## config.mk

```make
export PLATFORM = sky130hd
export DESIGN_NAME = nmea_sentence_capture
export DESIGN_NICKNAME = d
export VERILOG_FILES = /design/src/rtl/core/nsc_pkg.sv /design/src/rtl/core/nsc_store.sv /design/src/rtl/core/nmea_sentence_capture.sv
export SDC_FILE = /design/constraint.sdc
export NUM_CORES = 2
export LEC_CHECK = 0
export BUFFER_PORTS_ARGS = -buffer_cell sky130_fd_sc_hd__buf_2
export CORE_UTILIZATION = 30
export DETAILED_ROUTE_END_ITERATION = 12
export SYNTH_ARGS = -nofsm -noshare
export SYNTH_HDL_FRONTEND = slang
export SYNTH_HIERARCHICAL = 1
export SYNTH_SLANG_ARGS = --single-unit
```

## constraint.sdc

```tcl
create_clock -name i_clk -period 12.5 [get_ports i_clk]
set_input_delay 1.25 -clock i_clk [delete_from_list [all_inputs] [get_ports i_clk]]
set_output_delay 1.25 -clock i_clk [all_outputs]
set_load 0.01 [all_outputs]
```

## src/rtl/core/nsc_pkg.sv

```systemverilog
`default_nettype none
// ----------------------------------------------------------------------------
// nsc_pkg
// Shared types and constants of the NMEA sentence capture block.
// ----------------------------------------------------------------------------
package nsc_pkg;

    localparam int SENTENCE_BYTES = 128;
    localparam int ADDR_W         = $clog2(SENTENCE_BYTES);
    localparam int BYTE_W         = 8;
    localparam int POS_W          = 8;
    localparam int LEN_W          = 8;

    localparam logic [POS_W-1:0] SENT_LEN = POS_W'(SENTENCE_BYTES);
    localparam logic [POS_W-1:0] MIN_FINISH_IDX = 8'd6;

    localparam logic [BYTE_W-1:0] CH_DOLLAR = 8'h24;
    localparam logic [BYTE_W-1:0] CH_STAR   = 8'h2A;
    localparam logic [BYTE_W-1:0] CH_G      = 8'h47;
    localparam logic [BYTE_W-1:0] CH_A      = 8'h41;
    localparam logic [BYTE_W-1:0] CH_R      = 8'h52;
    localparam logic [BYTE_W-1:0] CH_M      = 8'h4D;
    localparam logic [BYTE_W-1:0] CH_C      = 8'h43;

    // positions of the talker-free sentence type
    localparam logic [ADDR_W-1:0] HDR_POS0 = ADDR_W'(3);
    localparam logic [ADDR_W-1:0] HDR_POS1 = ADDR_W'(4);
    localparam logic [ADDR_W-1:0] HDR_POS2 = ADDR_W'(5);

    typedef enum logic [1:0] {
        MODE_RX    = 2'd0,
        MODE_READ  = 2'd1,
        MODE_REARM = 2'd2
    } t_mode;

    typedef struct packed {
        logic [BYTE_W-1:0] c3;
        logic [BYTE_W-1:0] c4;
        logic [BYTE_W-1:0] c5;
    } t_hdr;

    typedef struct packed {
        logic              we;
        logic [ADDR_W-1:0] waddr;
        logic [BYTE_W-1:0] wdata;
        logic              re;
        logic [ADDR_W-1:0] raddr;
    } t_store_req;

endpackage : nsc_pkg
`default_nettype wire

```

## src/rtl/core/nsc_store.sv

```systemverilog
`default_nettype none
// ----------------------------------------------------------------------------
// nsc_store
// One sentence store: single-port-write, registered-read byte memory with a
// shadow copy of the sentence type bytes at positions 3 to 5.
// ----------------------------------------------------------------------------
module nsc_store (
    input  wire logic                        i_clk,
    input  wire nsc_pkg::t_store_req         i_req,
    output logic [nsc_pkg::BYTE_W-1:0]       o_rd_data,
    output nsc_pkg::t_hdr                    o_hdr
);
    import nsc_pkg::*;

    logic [BYTE_W-1:0] r_mem [SENTENCE_BYTES];
    logic [BYTE_W-1:0] r_rd_data;
    t_hdr              r_hdr;

    always_ff @(posedge i_clk) begin
        if (i_req.we) begin
            r_mem[i_req.waddr] <= i_req.wdata;
        end
        if (i_req.re) begin
            r_rd_data <= r_mem[i_req.raddr];
        end
    end

    always_ff @(posedge i_clk) begin
        if (i_req.we) begin
            if (i_req.waddr == HDR_POS0) begin
                r_hdr.c3 <= i_req.wdata;
            end
            if (i_req.waddr == HDR_POS1) begin
                r_hdr.c4 <= i_req.wdata;
            end
            if (i_req.waddr == HDR_POS2) begin
                r_hdr.c5 <= i_req.wdata;
            end
        end
    end

    assign o_rd_data = r_rd_data;
    assign o_hdr     = r_hdr;

endmodule : nsc_store
`default_nettype wire

```

## src/rtl/core/nmea_sentence_capture.sv

```systemverilog
`default_nettype none
// ----------------------------------------------------------------------------
// nmea_sentence_capture
// Captures GGA and RMC sentences from received UART bytes into two stores.
// ----------------------------------------------------------------------------
// At acceptance both stores are read at the address the item needs (two
// places behind the capture index, or the requested read position). The
// item waits in the stage register until the output register can take the
// result; then the sentence end test, store write back and index and length
// updates are done and the result goes into the output register. A new
// item is accepted only once the previous one has left the stage register;
// the result register lets the next item enter while a result still
// waits. Lengths of 0 mean the store is still capturing; a finished store
// holds its sentence until a re-arm item or an overlong sentence clears it.
// ----------------------------------------------------------------------------
module nmea_sentence_capture (
    input  wire logic                          i_clk,
    input  wire logic                          i_rst_n,
    input  wire logic                          i_cfg_valid,
    output logic                               o_cfg_ready,
    input  wire logic                          i_cfg_rx_enable,
    input  wire logic                          i_in_valid,
    output logic                               o_in_ready,
    input  wire logic [1:0]                    i_mode,
    input  wire logic [nsc_pkg::BYTE_W-1:0]    i_rx_byte,
    input  wire logic                          i_store_select,
    input  wire logic [6:0]                    i_read_position,
    output logic                               o_out_valid,
    input  wire logic                          i_out_ready,
    output logic [nsc_pkg::BYTE_W-1:0]         o_read_data,
    output logic [nsc_pkg::LEN_W-1:0]          o_gga_length,
    output logic [nsc_pkg::LEN_W-1:0]          o_rmc_length
);
    import nsc_pkg::*;

    logic              r_rx_enable;
    logic [POS_W-1:0]  r_position, n_position;
    logic [LEN_W-1:0]  r_gga_len, n_gga_len;
    logic [LEN_W-1:0]  r_rmc_len, n_rmc_len;

    logic              r_s2_valid;
    t_mode             r_s2_mode;
    logic [BYTE_W-1:0] r_s2_byte;
    logic              r_s2_sel;
    logic [6:0]        r_s2_rpos;

    logic              r_out_valid;
    logic [BYTE_W-1:0] r_out_data, n_out_data;

    logic              in_fire, s2_fire;
    t_store_req        gga_req, rmc_req;
    logic [BYTE_W-1:0] gga_rd, rmc_rd;
    t_hdr              gga_hdr, rmc_hdr;

    logic [POS_W-1:0]  idx_g, idx_r;
    logic              gga_fin, rmc_fin;
    logic [ADDR_W-1:0] rd_addr;

    assign o_cfg_ready = 1'b1;
    assign o_in_ready  = ~r_s2_valid;
    assign in_fire     = i_in_valid & o_in_ready;
    assign s2_fire     = r_s2_valid & (~r_out_valid | i_out_ready);

    // read address for the end test or the read item
    always_comb begin
        if (t_mode'(i_mode) == MODE_READ) begin
            rd_addr = ADDR_W'(i_read_position);
        end else begin
            rd_addr = ADDR_W'(r_position - POS_W'(2));
        end
    end

    nsc_store u_gga_store (
        .i_clk     (i_clk),
        .i_req     (gga_req),
        .o_rd_data (gga_rd),
        .o_hdr     (gga_hdr)
    );

    nsc_store u_rmc_store (
        .i_clk     (i_clk),
        .i_req     (rmc_req),
        .o_rd_data (rmc_rd),
        .o_hdr     (rmc_hdr)
    );

    // end test, write back and state update
    always_comb begin
        n_position = r_position;
        n_gga_len  = r_gga_len;
        n_rmc_len  = r_rmc_len;
        n_out_data = '0;
        idx_g      = r_position;
        idx_r      = r_position;
        gga_fin    = 1'b0;
        rmc_fin    = 1'b0;

        gga_req.we    = 1'b0;
        gga_req.waddr = '0;
        gga_req.wdata = '0;
        gga_req.re    = in_fire;
        gga_req.raddr = rd_addr;
        rmc_req.we    = 1'b0;
        rmc_req.waddr = '0;
        rmc_req.wdata = '0;
        rmc_req.re    = in_fire;
        rmc_req.raddr = rd_addr;

        case (r_s2_mode)
            MODE_RX: begin
                if (r_rx_enable) begin
                    if (r_s2_byte == CH_DOLLAR) begin
                        idx_g = '0;
                    end
                    if (idx_g >= SENT_LEN) begin
                        idx_g     = '0;
                        n_gga_len = '0;
                        n_rmc_len = '0;
                    end
                    idx_r = idx_g;
                    if (n_gga_len == '0) begin
                        gga_req.we    = s2_fire;
                        gga_req.waddr = idx_g[ADDR_W-1:0];
                        gga_req.wdata = r_s2_byte;
                        gga_fin = (idx_g > MIN_FINISH_IDX) && (gga_rd == CH_STAR) &&
                                  (gga_hdr.c3 == CH_G) && (gga_hdr.c4 == CH_G) &&
                                  (gga_hdr.c5 == CH_A);
                        if (gga_fin) begin
                            n_gga_len = LEN_W'(idx_g + POS_W'(1));
                            idx_r     = '0;
                        end
                    end
                    if (n_rmc_len == '0) begin
                        rmc_req.we    = s2_fire;
                        rmc_req.waddr = idx_r[ADDR_W-1:0];
                        rmc_req.wdata = r_s2_byte;
                        rmc_fin = (idx_r > MIN_FINISH_IDX) && (rmc_rd == CH_STAR) &&
                                  (rmc_hdr.c3 == CH_R) && (rmc_hdr.c4 == CH_M) &&
                                  (rmc_hdr.c5 == CH_C);
                        if (rmc_fin) begin
                            n_rmc_len = LEN_W'(idx_r + POS_W'(1));
                            idx_r     = '0;
                        end
                    end
                    n_position = idx_r + POS_W'(1);
                end
            end
            MODE_READ: begin
                if (POS_W'(r_s2_rpos) < SENT_LEN) begin
                    n_out_data = r_s2_sel ? rmc_rd : gga_rd;
                end
            end
            MODE_REARM: begin
                n_gga_len     = '0;
                n_rmc_len     = '0;
                gga_req.we    = s2_fire;
                rmc_req.we    = s2_fire;
            end
            default: begin
            end
        endcase
    end

    always_ff @(posedge i_clk) begin
        if (!i_rst_n) begin
            r_rx_enable <= 1'b1;
            r_position  <= '0;
            r_gga_len   <= '0;
            r_rmc_len   <= '0;
            r_s2_valid  <= 1'b0;
            r_out_valid <= 1'b0;
        end else begin
            if (i_cfg_valid) begin
                r_rx_enable <= i_cfg_rx_enable;
            end
            if (in_fire) begin
                r_s2_valid <= 1'b1;
            end else if (s2_fire) begin
                r_s2_valid <= 1'b0;
            end
            if (s2_fire) begin
                r_out_valid <= 1'b1;
                r_position  <= n_position;
                r_gga_len   <= n_gga_len;
                r_rmc_len   <= n_rmc_len;
            end else if (i_out_ready) begin
                r_out_valid <= 1'b0;
            end
        end
    end

    always_ff @(posedge i_clk) begin
        if (in_fire) begin
            r_s2_mode <= t_mode'(i_mode);
            r_s2_byte <= i_rx_byte;
            r_s2_sel  <= i_store_select;
            r_s2_rpos <= i_read_position;
        end
        if (s2_fire) begin
            r_out_data <= n_out_data;
        end
    end

    assign o_out_valid  = r_out_valid;
    assign o_read_data  = r_out_data;
    assign o_gga_length = r_gga_len;
    assign o_rmc_length = r_rmc_len;

endmodule : nmea_sentence_capture
`default_nettype wire

```

## Word-level counts from Yosys, hierarchy flattened

Memories as Yosys holds them, arrays and structs flattened. A register that Yosys moved wholly into a read port is not among the register bits.
Index checks and enable logic that the tools add are counted.

- Register bits after elaboration: 94
- Latch bits: 0
- Memory bits (writable): 2048
- Memory bits (read-only): 0
- Output and inout bits: 27
- Word-level logic and storage cells: 117
- Memories kept: 2

Memory list:

| name | depth | bits a word | rd ports | clocked after memory_dff | write ports | RTL line | RTL |
|---|---|---|---|---|---|---|---|
| u_gga_store.r_mem | 128 | 8 | 1 | 1 | 1 | nsc_store.sv:15 | `logic [BYTE_W-1:0] r_mem [SENTENCE_BYTES];` |
| u_rmc_store.r_mem | 128 | 8 | 1 | 1 | 1 | nsc_store.sv:15 |  |

- Add/sub/neg operators: 4
- Multipliers: 0
- Divide/modulo/power cells: 0
- Order comparisons: 3
- Equal/unequal tests: 19
- Shift operators: 0
- Mux-type cells: 46
- Bitwise gates (word level): 5
- Reductions and logical operators: 22

Operator list:

| operator | number |
|---|---|
| 8-bit two-way mux | 27 |
| 16-bit two-way mux | 4 |
| 8-bit by 7-bit equality test with 1-bit output, second input constant | 6 |
| 8-bit one-hot mux with 2 select lines | 2 |
| 15-bit two-way mux | 2 |
| 7-bit by 3-bit equality test with 1-bit output, second input constant | 4 |
| 8-bit by 1-bit adder with 8-bit output, second input constant | 3 |
| 8-bit by 6-bit equality test with 1-bit output, second input constant | 3 |
| 8-bit by 3-bit greater-than comparator with 1-bit output, second input constant | 2 |
| 8-bit logical NOT | 2 |
| 7-bit by 2-bit equality test with 1-bit output, second input constant | 2 |
| 2-bit AND reduction | 6 |
| 8-bit greater-or-equal comparator, second input constant | 1 |
| 1-bit logical AND | 8 |
| 1-bit two-way mux | 8 |
| 7-bit two-way mux | 1 |
| 7-bit by 2-bit subtractor with 7-bit output, second input constant | 1 |
| 3-bit AND reduction | 2 |
| 2-bit nonzero test | 3 |
| 2-bit by 1-bit equality test with 1-bit output, second input constant | 2 |
| 1-bit one-hot mux with 2 select lines | 2 |
| 1-bit bitwise AND | 2 |
| 2-bit equality test, second input constant | 1 |
| 2-bit logical NOT | 1 |
| 3 further kinds | 4 |

## Logic depth before layout (Yosys ltp)

- Depth in word-level cells: 27
- Depth in mapped cells: 21
- Gate-level depth less buffers: 19

## Hierarchy

Netlist, hierarchy kept.

Modules (own cells, without submodules):

| module | instances | cells an instance | area an instance (um^2) |
|---|---|---|---|
| nsc_store | 2 | 1663 | 40456.3 |
| nmea_sentence_capture | 1 | 319 | 2865.2 |

## Worst setup path after synthesis

No wires, ideal clock.

- Path kind: reg-to-reg
- Start point: reg r_s2_byte[6]
- End point: reg r_position[6]
- Setup time: 83 ps
- Data arrival time: 4566 ps
- Required time: 12417 ps
- Path slack: 7851 ps
- Cell stages (with the launch flop): 22
- Path buffers: 2
- Cell sequence: edfxtp_1 > nor4_1 > a21o_2 > clkbuf_4 > nor2_1 > ha_1 > and3b_1 > o311a_1 > or4b_2 > buf_2 > nand2_1 > inv_1 > ha_1 > inv_1 > a311oi_1 > a2111oi_4 > a21oi_1 > ha_1 > nand3_1 > nor3_1 > or3_2 > o221ai_1

- Word-level cells in the longest chain between the ends: 27
- Elaborated cells between the ends (all ways): 35

RTL lines:

| item | RTL line | RTL |
|---|---|---|
| start, declared | nmea_sentence_capture.sv:43 | `logic [BYTE_W-1:0] r_s2_byte;` |
| start signal, assigned | nmea_sentence_capture.sv:195 | `r_s2_byte <= i_rx_byte;` |
| 8-bit by 6-bit equality test with 1-bit output (*) | nmea_sentence_capture.sv:112 | `if (r_s2_byte == CH_DOLLAR) begin` |
| 8-bit two-way mux (*) | nmea_sentence_capture.sv:112 |  |
| 8-bit two-way mux (*) | nmea_sentence_capture.sv:111 | `if (r_rx_enable) begin` |
| 8-bit two-way mux (*) | nmea_sentence_capture.sv:109 | `case (r_s2_mode)` |
| 8-bit greater-or-equal comparator | nmea_sentence_capture.sv:115 | `if (idx_g >= SENT_LEN) begin` |
| 8-bit two-way mux | nmea_sentence_capture.sv:115 |  |
| 8-bit two-way mux | nmea_sentence_capture.sv:111 |  |
| 8-bit two-way mux | nmea_sentence_capture.sv:109 |  |
| [9 not listed] | -- |  |
| 8-bit by 3-bit greater-than comparator with 1-bit output | nmea_sentence_capture.sv:137 | `rmc_fin = (idx_r > MIN_FINISH_IDX) && (rmc_rd == CH_STAR) &&` |
| 1-bit logical AND (2 in a row) | nmea_sentence_capture.sv:137 |  |
| 1-bit logical AND (2 in a row) | nmea_sentence_capture.sv:138 | `(rmc_hdr.c3 == CH_R) && (rmc_hdr.c4 == CH_M) &&` |
| 8-bit two-way mux | nmea_sentence_capture.sv:140 | `if (rmc_fin) begin` |
| 8-bit two-way mux (*) | nmea_sentence_capture.sv:133 | `if (n_rmc_len == '0) begin` |
| 8-bit two-way mux (*) | nmea_sentence_capture.sv:111 |  |
| 8-bit two-way mux (*) | nmea_sentence_capture.sv:109 |  |
| 8-bit by 1-bit adder with 8-bit output (*) | nmea_sentence_capture.sv:145 | `n_position = idx_r + POS_W'(1);` |
| end signal, assigned | nmea_sentence_capture.sv:183 | `r_position <= n_position;` |
| end, declared | nmea_sentence_capture.sv:37 | `logic [POS_W-1:0] r_position, n_position;` |

Mark *: on every way between the ends. The rest lies on a longest branch, timed or not. The select of a mux whose other input is x is not followed.
A chain may end at the register's enable or synchronous reset.

==> results.json <==
{
  "run_status": "complete, no violations",
  "hold_viol": 0,
  "fin_nets": 3801,
  "drive_above_1_share": 0.286,
  "cts_buffers": 201,
  "antenna_found_initial": 11,
  "place_ws_ps": 5710,
  "cts_hold_buffers": 0,
  "synthArstFlopShare": 0,
  "place_area_sq_mm": 0.0886,
  "period_share": 0.535,
  "wire_per_inst_um": 26.6,
  "avgSynthCellArea_sq_um": 23.0,
  "setup_tns_ps": 0,
  "powerDensity_mw_per_mm2": 155,
  "dieArea_sq_mm": 0.281,
  "cts-resized-gates": 0,
  "fin_hold_ws_ps": 518,
  "drc": 0,
  "htree_levels": 4,
  "design_area_sq_mm": 0.0949,
  "startpoint_type": "flop",
  "post_cts_buffers": 0,
  "vdd_drop_max_mv": 0.137,
  "clock_sinks": 2158,
  "arrival_ps": 7160,
  "ys_seq_area_frac": 0.770,
  "clockBufferDepth": 3,
  "synth-warning-count": 6,
  "p_leak_nw": 30.4,
  "portBuffers": 49,
  "maxCapViolCount": 0,
  "grt_usage": 0.143,
  "r2r_cells": 13,
  "core_sq_mm": 0.277,
  "drv_slew": 0,
  "synth_top_area_frac": 0.764,
  "netlist_top_cells_count": "2131 x edfxtp_1, 672 x mux4_2, 270 x nor2_1",
  "drtPass1Iterations": 6,
  "worstMarginPinSlew_ps": 1370,
  "grt_max_degree": 140,
  "synth_ff_type": "edfxtp_1",
  "cp_cell_sequence": "nor4bb_1 -> a21o_2 -> nor2_1 -> ha_1 -> and3b_1 -> o311a_1 -> or4b_2 -> nand3_1 -> inv_1 -> and2_1 -> nor2b_1 -> nand3_1 -> nor2_1",
  "gp_congestion": 0.806,
  "wl_um": 203000,
  "dieWidth_um": 530,
  "switching_share": 0.215,
  "die_h_um": 530,
  "fmax_ghz": 0.149,
  "min_path_cells": 2,
  "dp_hpwl_um": 122000,
  "setup_slack_ps": 5810,
  "grt_pass1_vias": 39289,
  "slew_headroom": 0.0868,
  "grt_pass1_wl_um": 292000,
  "p_comb_frac": 0.053,
  "worstSetupEndpointType": "flop",
  "cpMaxStageDelayCell": "nor2_1",
  "syn_inst": 3645,
  "viasPerCell": 5.11,
  "synth.most_common_cell": "edfxtp_1",
  "synth_top_area_cell": "edfxtp_1",
  "dr_total_vias": 39089,
  "cp_max_fo": 19,
  "ant_nets": 0,
  "skew_ps": 46.3,
  "syn-num-nets": 3675,
  "internal_power_mw": 11.5,
  "ys_seq_elements": 2158,
  "max_stage_delay_ps": 1270,
  "grt_overflow_total": 0,
  "seqPwrFrac": 0.542,
  "rsz0062_at_grt": "no",
  "min_period_ps": 6690,
  "rows": 193,
  "synthTopCellsByArea": "edfxtp_1 76%, mux4_2 18%, nor2_1 1.2%",
  "io_pins": 51,
  "netlist_area_sq_mm": 0.0838,
  "start_util": 0.302,
  "p_switching_mw": 3.16,
  "cts_tree": "done",
  "clk_latency_ps": 850,
  "cts-root-buf": "clkbuf_16",
  "synth-edff-count": 2131,
  "clk_pin_slew_ps": 60,
  "hold_class": "flop to flop",
  "worst-setup-path-type": "flop to flop",
  "synthToLayoutAreaGrowth_pct": 13.3,
  "required_ps": 12960,
  "p_clk_frac": 0.405,
  "dr.first_iter.drc_count": 4346,
  "synthDistinctLibCells": 59,
  "setup_violations": 0
}
==> sequential cells by signal (all words and copies together) (netlist names) <==
| name | count |
|---|---|
| o_gga_length | 8 |
| o_out_valid | 1 |
| o_read_data | 8 |
| o_rmc_length | 8 |
| r_position | 8 |
| r_rx_enable | 1 |
| r_s2_byte | 8 |
| r_s2_mode | 2 |
| r_s2_sel | 1 |
| r_s2_valid | 1 |
| u_gga_store/o_hdr | 24 |
| u_gga_store/o_rd_data | 8 |
| u_gga_store/r_mem | 1024 |
| u_rmc_store/o_hdr | 24 |
| u_rmc_store/o_rd_data | 8 |
| u_rmc_store/r_mem | 1024 |
==> final cells by class <==
| cell class | instances | area, sq um |
|---|---|---|
| Fill cell | 25477 | 182000 |
| Sequential cell | 2158 | 64500 |
| Multi-Input combinational cell | 1277 | 18500 |
| Clock buffer | 248 | 5240 |
| Tap cell | 3705 | 4640 |
| Clock inverter | 119 | 1100 |
| Timing Repair Buffer | 123 | 876 |
| Inverter | 10 | 37.5 |
| Antenna cell | 3 | 7.51 |
==> per-stage QoR <==
stage | power, mW | cells | utilization
2_1_floorplan | 8.63 | 3645 | -
3_3_place_gp | 8.91 | 7272 | 0.320
3_5_place_dp | 8.92 | 7272 | 0.320
4_1_cts | 14.8 | 7639 | 0.343
5_1_grt | 15.1 | 7642 | 0.343
6_report | 14.7 | 7643 | 0.343
==> kinds of logic after synthesis <==
group,count (synthesis),share of synthesized area
flip-flops,2158,0.770
AND/OR/NAND/NOR,506,0.0282
AO/OA/AOI/OAI,54,0.00436
other,1,0.0000448
buffers and inverters,210,0.0109
XOR/XNOR,13,0.00136
multiplexers,697,0.184
adder cells (fa/ha/maj),6,0.000896
==> worst paths after layout <==
| kind | startpoint | end | slack, ps |
|---|---|---|---|
| setup / recovery | r_s2_byte[4] | u_rmc_store/r_mem[62][2] | 5810 |
| hold / removal | r_position[7] | r_position[7] | 520 |
| setup reg to reg | r_s2_byte[4] | u_rmc_store/r_mem[62][2] | 5810 |
| hold reg to reg | r_position[7] | r_position[7] | 520 |
==> routing by layer <==
metal	GRT usage	vias up	share of wire
met2	0.234	1702	0.49
li1	-	15696	-
met4	0.0342	0	0.021
met5	0	-	0
met3	0.0292	281	0.076
met1	0.196	21410	0.42
==> critical path, delay by kind of cell (launching register included) <==
kind,cells,cell delay (ps)
compound gates,2,540
fa+ha+maj,1,220
buf+inv,1,90
flops,1,450
simple gates,9,5010
==> layout by cell type, fill, tap and decap left out, types with 8 or more instances in the layout <==
master / instances
a21oi_1: 11
and2_4: 16
and3_1: 9
buf_2: 49
buf_4: 68
bufinv_16: 13
clkbuf_1: 45
clkbuf_16: 202
clkinv_1: 55
clkinv_2: 25
dfxtp_1: 27
edfxtp_1: 2131
inv_1: 10
mux2_2: 16
mux2i_1: 8
mux4_2: 672
nand2_1: 58
nand3_1: 31
nand4_1: 15
nor2_1: 270
nor2b_1: 22
nor3_1: 17
nor3_2: 9
nor4b_1: 8
o21ai_0: 11
xnor2_1: 8
==> power groups by stage <==
stage	clock network [mW]	registers [mW]	logic, mW
after floorplan	0	8.11	0.517
after global placement	0	8.12	0.787
after detailed placement	0	8.12	0.793
after CTS	6.08	7.97	0.794
after global routing	6.35	7.97	0.821
final	5.96	7.97	0.780
Note: power is estimated with default switching activity, not from simulation.
